`src/olst_pkg.sv`:
```
// Shared constants and types for the ordered list store.
// No dependencies; compiled first.
package olst_pkg;

  localparam int CAPACITY   = 64;
  localparam int ITEM_WIDTH = 32;

  localparam int CMD_W = 3;
  localparam int POS_W = 7;
  localparam int ST_W  = 3;

  localparam logic [CMD_W-1:0] CMD_APPEND     = 3'd0;
  localparam logic [CMD_W-1:0] CMD_POP        = 3'd1;
  localparam logic [CMD_W-1:0] CMD_REMOVE_AT  = 3'd2;
  localparam logic [CMD_W-1:0] CMD_READ       = 3'd3;
  localparam logic [CMD_W-1:0] CMD_WRITE      = 3'd4;
  localparam logic [CMD_W-1:0] CMD_FIND       = 3'd5;
  localparam logic [CMD_W-1:0] CMD_REMOVE_VAL = 3'd6;

  localparam logic [ST_W-1:0] ST_OK      = 3'd0;
  localparam logic [ST_W-1:0] ST_EMPTY   = 3'd1;
  localparam logic [ST_W-1:0] ST_RANGE   = 3'd2;
  localparam logic [ST_W-1:0] ST_FULL    = 3'd3;
  localparam logic [ST_W-1:0] ST_MISSING = 3'd4;

  // Broadcast controls from the sequencer to every cell.
  typedef struct packed {
    logic match_en;
    logic first_en;
    logic wr_en;
    logic shift_en;
  } cell_ctrl_t;

endpackage

```
`src/olst_cell.sv`:
```
// One slot of the list: holds an item, compares it, and shifts from its upper neighbor.
// Depends on olst_pkg (cell_ctrl_t).
module olst_cell #(
  parameter int ITEM_W = 32,
  parameter int IDX_W  = 6,
  parameter int CNT_W  = 7,
  parameter int IDX    = 0
) (
  input  logic                 clk,
  input  olst_pkg::cell_ctrl_t ctrl,
  input  logic [IDX_W-1:0]     target,
  input  logic [CNT_W-1:0]     count,
  input  logic [ITEM_W-1:0]    item,
  input  logic [ITEM_W-1:0]    above_data,
  input  logic                 below_any,
  output logic [ITEM_W-1:0]    data,
  output logic [ITEM_W-1:0]    sel_data,
  output logic                 any_out,
  output logic                 first
);
  import olst_pkg::*;

  logic match;
  logic at_target;
  logic past_target;

  assign at_target   = (IDX_W'(IDX) == target);
  assign past_target = (IDX_W'(IDX) >= target);

  always_ff @(posedge clk) begin
    if (ctrl.wr_en && at_target) begin
      data <= item;
    end else if (ctrl.shift_en && past_target) begin
      data <= above_data;
    end
  end

  // only occupied slots may match
  always_ff @(posedge clk) begin
    if (ctrl.match_en) begin
      match <= (data == item) && (CNT_W'(IDX) < count);
    end
    if (ctrl.first_en) begin
      first <= match && !below_any;
    end
  end

  assign any_out  = below_any | match;
  assign sel_data = at_target ? data : '0;

endmodule

```
`config.mk`:
```
export PLATFORM = sky130hd
export DESIGN_NAME = olst_cell
export DESIGN_NICKNAME = d
export VERILOG_FILES = /design/src/olst_pkg.sv /design/src/olst_cell.sv
export SDC_FILE = /design/constraint.sdc
export NUM_CORES = 1
export LEC_CHECK = 0
export BUFFER_PORTS_ARGS = -buffer_cell sky130_fd_sc_hd__buf_2
export CAP_MARGIN = 30
export CORE_MARGIN = 5
export CORE_UTILIZATION = 35
export CTS_CLUSTER_DIAMETER = 60
export DETAILED_ROUTE_END_ITERATION = 7
export PLACE_DENSITY = 0.71
export SLEW_MARGIN = 30
export SYNTH_ARGS = -nofsm -noshare
export SYNTH_HDL_FRONTEND = slang
export SYNTH_SLANG_ARGS = --single-unit
```
`constraint.sdc`:
```
create_clock -name clk -period 5.7 [get_ports clk]
set_clock_uncertainty 0.2 [all_clocks]
set_input_delay 0.57 -clock clk [delete_from_list [all_inputs] [get_ports clk]]
set_output_delay 0.57 -clock clk [all_outputs]
set_load 0.05 [all_outputs]
```
Word-level counts from Yosys, hierarchy flattened
Cells that the tools add are included.
{ "op_classes": {"order_cmp": 2, "eq_ne": 1, "n_bitwise": 1, "muxes": 3, "n_reduce_logical": 7} }
{ "ops": {"columns": ["operator", "count"], "rows": [
  ["two-way mux 32 bit", 3],
  ["equality test 32 bit", 1],
  ["< comparator 1 x 7 -> 1 bit, first input constant", 1],
  ["greater-or-equal comparator 1 x 6 -> 1 bit, first input constant", 1],
  ["logical NOT 6 bit", 1],
  ["logical AND 1 bit", 4],
  ["nonzero test 2 bit", 1],
  ["logical NOT 1 bit", 1],
  ["bitwise OR 1 bit", 1]
]} }
{ "totals": {"register_bits": 34, "elab_cells": 17, "in_bits": 83} }

Longest topological paths before layout
Gate-level depths: netlist of the first run.
{ "logic_depth": {"ltp_word": 4, "ltp_mapped": 5, "mapped_depth_nobuf": 4} }

Worst setup path after synthesis of the first run
No wires, ideal clock.
{ "synth_timing": {"kind": "input-to-reg", "start": "input port target[1]", "end": "register data[0], enable pin", "arrival_ps": 2355, "slack_ps": 2754, "path_stages": 4, "n_path_buf": 1, "setup_time_ps": 391, "cell_sequence": "or4_4 -> nor3_4 -> clkbuf_1 -> o21a_1"} }
{ "synth_via": {"elab_chain_cells": 3, "word_cells_on_any_way": 5} }
{ "synth_rtl": {"columns": ["item", "line_no", "source"], "rows": [
  ["from (decl)", "olst_cell.sv:11", "input logic [IDX_W-1:0] target,"],
  ["greater-or-equal comparator 1 x 6 -> 1 bit / logical NOT 6 bit (equally long branches)", "olst_cell.sv:28, olst_cell.sv:27", null],
  ["logical AND 1 bit, on equally long branches", "olst_cell.sv:33, olst_cell.sv:31", null],
  ["nonzero test 2 bit (no source line) *", null, null],
  ["to (signal assigned)", "olst_cell.sv:32", "data <= item;"],
  ["to (signal assigned)", "olst_cell.sv:34", "data <= above_data;"],
  ["to (decl)", "olst_cell.sv:16", "output logic [ITEM_W-1:0] data,"]
]} }
Every way passes the cells marked *; elsewhere a longest branch is shown, timed or not.
A chain may end at the register's enable or synchronous reset.

Worst setup path in the final report of the first run
{ "layout_timing": {"start": "input port target[1]", "end": "output port sel_data[22]"} }
{ "layout_via": {"elab_chain_cells": 2} }
{ "layout_rtl": {"columns": ["item", "line_no", "source"], "rows": [
  ["logical NOT 6 bit", "olst_cell.sv:27", "assign at_target = (IDX_W'(IDX) == target);"],
  ["two-way mux 32 bit", "olst_cell.sv:49", "assign sel_data = at_target ? data : '0;"],
  ["to (decl)", "olst_cell.sv:17", "output logic [ITEM_W-1:0] sel_data,"]
]} }
Every way passes these cells.

==> flow_summary.json, run 1 <==
{
  "status": "finished, final reports clean",
  "intPower_uw": 406,
  "slew_headroom_pct": 59.5,
  "n_antenna_cell": 0,
  "drt_pre_antenna_iters": 3,
  "die_area_mm2": 0.00783,
  "grt_pass1_wl_um": 8540,
  "yosysSeqAreaShare_pct": 47.4,
  "vias_per_cell": 4.54,
  "crit_top_cell": "buf_2",
  "p_seq_share_pct": 52.4,
  "cts_setup_buffers": 0,
  "post_cts_resized": 0,
  "antenna_left": 0,
  "setup_viol": 0,
  "drive_above_1_share_pct": 62.2,
  "critPathSlowestCell": "or4_4",
  "worst-path-buf-inv": 3,
  "ctsRootBufferMaster": "clkbuf_8",
  "clkPwrFrac_pct": 31.5,
  "antenna_found_initial": 0,
  "crit_chain": "buf_2, or4_4, nor3_4, buf_4, and2_1, buf_2",
  "htreeDepth": 2,
  "p_switching_uw": 128,
  "cp.required_ns": 4.93,
  "dp_hpwl_um": 4650,
  "drc": 0,
  "maxCapViolCount": 0,
  "wire_per_inst_um": 15.3,
  "min_period_ns": 2.84,
  "synth_fp_nets": 238,
  "power_frac_comb_pct": 16.1,
  "syn2layout_area_growth_pct": 41.3,
  "final_nets": 389,
  "postCtsHoldBufs": 0,
  "gr-total-overflow": 0,
  "critPathCaptureType": "primary output",
  "arrival_ns": 2.07,
  "clk_latency_ns": 0.28,
  "grtUsageTotal_pct": 14.2,
  "async_flop_share_pct": 0,
  "hold_path_class": "in -> reg",
  "clk_pin_slew_ns": 0.07,
  "fp.dieW_um": 88.5,
  "drt_iter0_drc": 38,
  "syn_avg_cell_area_um2": 13.9,
  "rsz0062_at_grt": "false",
  "rr_worst_depth": 4,
  "worst_pin_slew_ns": 0.607,
  "wl_um": 5830,
  "synth-edff-count": 34,
  "fillCellCount": 546,
  "start_kind": "primary input",
  "critical_path.max_fanout": 34,
  "crit_cells": 6,
  "finalMaxSlewViolations": 0,
  "numCtsBuffers": 5,
  "io_buffers": 148,
  "final_common_cell": "buf_2",
  "hold_depth": 1,
  "num_io_pins": 149,
  "swShare_pct": 24.0,
  "crit_family": "simple AND/OR/NAND/NOR gates",
  "max_stage_delay_ns": 0.53,
  "power.density_mw_per_mm2": 175,
  "cts_sinks": 34,
  "layout_worst_path_cycle_share_pct": 49.8,
  "start_util_pct": 36.2,
  "first_global_vias": 1768,
  "synthDistinctLibCells": 19,
  "fin_util_pct": 51.1,
  "ys.flop_type": "edfxtp_1",
  "whs_ns": 0.285,
  "final_cell_area_mm2": 0.00304,
  "yosysWarnings": 0,
  "ys_ff_latch": 34,
  "power.static_leakage_nw": 1.55,
  "hold_viol": 0,
  "path_class": "in -> out",
  "cts_tree": "done",
  "total_power_uw": 534,
  "cts_buffer_depth": 2,
  "grt_max_degree": 35,
  "ir_worst_vdd_mv": 0.0706,
  "die_y_um": 88.5,
  "finalSetupTns_ns": 0,
  "std_cell_rows": 28,
  "synthesis.instances": 155,
  "synth_area_mm2": 0.00215,
  "place_congestion": 0.768,
  "dr_total_vias": 1736,
  "dpl-instance-area_mm2": 0.00296,
  "core_region_area_mm2": 0.00596,
  "max_freq_mhz": 352,
  "final_cell_mix": "buf_2, edfxtp_1, and2_1"
}
state kept, by name, indices dropped and copies added, names as in the netlist:
signal  count
data       32
first       1
match       1
worst register-to-register path: stages (launching register included):
cell	delay, ns
edfxtp_1	0.43
xor2_1	0.17
nor4_1	0.35
nand4_1	0.21
a2111oi_0	0.38
cells in the mapped netlist (all sizes together), types with 2 or more instances:
library cell	number	area share (%)
buf	3	1.6
and2	32	9.3
nand4	2	0.58
xnor2	4	1.6
clkbuf	3	0.52
xor2	28	11
edfxtp	34	47
nor4	8	2.3
nor3	2	0.99
mux2	32	22
power by group through the flow:
stage               clock [mW]  sequential (mW)  combinational [mW]
floorplan                    0            0.294              0.0367
global placement             0            0.285              0.0853
detailed placement           0            0.285              0.0872
CTS                      0.175            0.280              0.0877
global route             0.184            0.280              0.0932
finish                   0.168            0.280              0.0861
per-layer routing:
layer	wire length, um	GRT usage (%)	part of all wire, %
met3	547	3.82	9.4
met4	20	2.88	0.34
met1	2220	16.0	38
met2	3050	26.9	52
met5	0	0	0
final timing paths:
path                  start      endpoint  slack, ns
setup / recovery  target[1]  sel_data[22]       2.86
hold / removal      ctrl[2]         first       0.29
setup reg to reg    data[6]         match       3.74
hold reg to reg       match         first       0.39
logic make-up after synthesis:
logic type | share of synthesized area, %
multiplexers | 22.0
flip-flops | 47.4
buffers and inverters | 2.09
AND/OR/NAND/NOR | 14.8
AO/OA/AOI/OAI | 0.755
XOR/XNOR | 13.0
metrics by stage:
stage / setup slack (ns) / std cells
floorplan: 2.75 / 155
global placement: 2.42 / 374
detailed placement: 2.71 / 374
CTS: 2.83 / 382
global route: 2.74 / 382
finish: 2.86 / 382
final cells by class:
| type | count | area [um2] | area share (%) |
|---|---|---|---|
| Clock inverter | 3 | 11.3 | 0.370 |
| Multi-Input combinational cell | 115 | 1090 | 35.9 |
| Timing Repair Buffer | 150 | 756 | 24.8 |
| Sequential cell | 34 | 1020 | 33.5 |
| Clock buffer | 5 | 68.8 | 2.26 |
| Tap cell | 75 | 93.8 | 3.08 |
Note: power is estimated with default switching activity, not from simulation.
==> inputs of run 2 (changes only) <==
PLACE_DENSITY = 0.73   (was 0.71)
clock period = 2.55 ns   (was 5.7 ns; I/O delays follow)
==> run 2 against run 1 <==
Hold slack got worse by 0.24 ns. Clock-buffer cell count is the same. Combinational power grew 130%. Power increased by 150%. Clock power rose to 3.0 times the previous value. Cell area increased by 3.2%. Wire length rose by 0.91%. Critical endpoint is now sel_data[27]. Largest power group unchanged.
==> flow_summary.json, run 2 (same netlist as run 1, synthesis figures left out) <==
{
  "status": "finished, final reports clean",
  "finalMaxSlewViolations": 0,
  "fp.dieW_um": 88.5,
  "fillCellCount": 563,
  "clk_pin_slew_ns": 0.08,
  "worst_pin_slew_ns": 0.334,
  "instances_no_fill": 387,
  "cp.required_ns": 2.10,
  "std_cell_rows": 28,
  "die_area_mm2": 0.00783,
  "power_frac_comb_pct": 14.8,
  "setup_viol": 0,
  "p_switching_uw": 306,
  "critPathSlowestCell": "or4_4",
  "critical_path.max_fanout": 15,
  "crit_top_cell": "buf_2",
  "start_kind": "primary input",
  "swShare_pct": 23.1,
  "final_cell_mix": "buf_2, edfxtp_1, and2_1",
  "grtUsageTotal_pct": 15.0,
  "numCtsBuffers": 5,
  "power.static_leakage_nw": 1.58,
  "ctsRootBufferMaster": "clkbuf_8",
  "cts_sinks": 34,
  "drive_above_1_share_pct": 63.5,
  "final_cell_area_mm2": 0.00314,
  "dp_cells": 377,
  "htreeDepth": 2,
  "hold_path_class": "in -> reg",
  "num_io_pins": 149,
  "die_y_um": 88.5,
  "wl_um": 5890,
  "fin_util_pct": 52.8,
  "critPathCaptureType": "primary output",
  "antenna_left": 0,
  "min_period_ns": 2.14,
  "finalSetupTns_ns": 0,
  "drt_iter0_drc": 64,
  "cts_tree": "done",
  "drc": 0,
  "dpl-instance-area_mm2": 0.00301,
  "core_region_area_mm2": 0.00596,
  "final_nets": 394,
  "dp_hpwl_um": 4810,
  "whs_ns": 0.0483,
  "wire_per_inst_um": 15.2,
  "max_freq_mhz": 467,
  "n_antenna_cell": 0,
  "arrival_ns": 1.68,
  "hold_viol": 0,
  "p_seq_share_pct": 47.2,
  "clk_latency_ns": 0.29,
  "max_stage_delay_ns": 0.53,
  "path_class": "in -> out",
  "grt_max_degree": 33,
  "first_global_vias": 1859,
  "maxCapViolCount": 0,
  "vias_per_cell": 4.51,
  "setup_ws_ns": 0.411,
  "grt_pass1_wl_um": 8910,
  "crit_chain": "buf_2, or4_4, nor3_4, buf_4, and2_1, buf_2",
  "antenna_found_initial": 0,
  "dr_total_vias": 1747,
  "regMostFlops": "data",
  "clkPwrFrac_pct": 38.0,
  "gr-total-overflow": 0,
  "slew_headroom_pct": 77.2,
  "reg.largest.list": "data: 32 flops, first: 1 flops, match: 1 flops",
  "place_congestion": 0.773,
  "layout_worst_path_cycle_share_pct": 83.9,
  "syn2layout_area_growth_pct": 45.8,
  "total_power_mw": 1.32,
  "power.density_mw_per_mm2": 422,
  "start_util_pct": 36.2,
  "largest_reg_flops": 32,
  "drt_pre_antenna_iters": 4,
  "intPower_mw": 1.02,
  "io_buffers": 148,
  "cts_buffer_depth": 2,
  "ir_worst_vdd_mv": 0.258,
  "final_common_cell": "buf_2",
  "rsz0062_at_grt": "false",
  "pre_cts_slack_ns": 0.349
}
-- run 2: worst paths after layout --
path | startpoint | endpoint | slack [ns] | cells after the start
setup reg to reg | data[7] | match | 0.67 | 4
hold reg to reg | match | first | 0.39 | 1
hold / removal | below_any | first | 0.05 | 2
setup / recovery | target[1] | sel_data[27] | 0.41 | 6
-- run 2: final cells by class --
cell class | count | area, um2 | share of cell area [%]
Timing Repair Buffer | 155 | 823 | 26.2
Tap cell | 75 | 93.8 | 2.99
Clock inverter | 3 | 45.0 | 1.43
Multi-Input combinational cell | 115 | 1090 | 34.7
Sequential cell | 34 | 1020 | 32.5
Clock buffer | 5 | 68.8 | 2.19
-- run 2: what timing repair did --
action	in CTS	in global routing
resized for setup	0	0
buffers inserted	0	0
setup endpoints to repair	0	0
hold buffers	2	0
hold endpoints to repair	2	0
-- run 2: power by group through the flow --
stage          Clock [mW]  Combinational (mW)  Sequential, mW
2_1_floorplan           0              0.0821           0.656
3_3_place_gp            0               0.192           0.638
3_5_place_dp            0               0.195           0.638
4_1_cts             0.516               0.199           0.625
5_1_grt             0.541               0.212           0.626
6_report            0.503               0.196           0.625
-- run 2: per-layer routing --
metal	global-route usage, %	part of all wire, %	up-vias
li1	-	-	866
met1	17.2	38	789
met2	27.5	51	87
met3	4.19	11	5
met4	3.71	0.68	0
met5	0	0	-
-- run 2: critical path, delay by kind of cell --
family | cells | cell delay (ns)
buffers and inverters | 3 | 0.58
AND/OR/NAND/NOR | 3 | 0.85
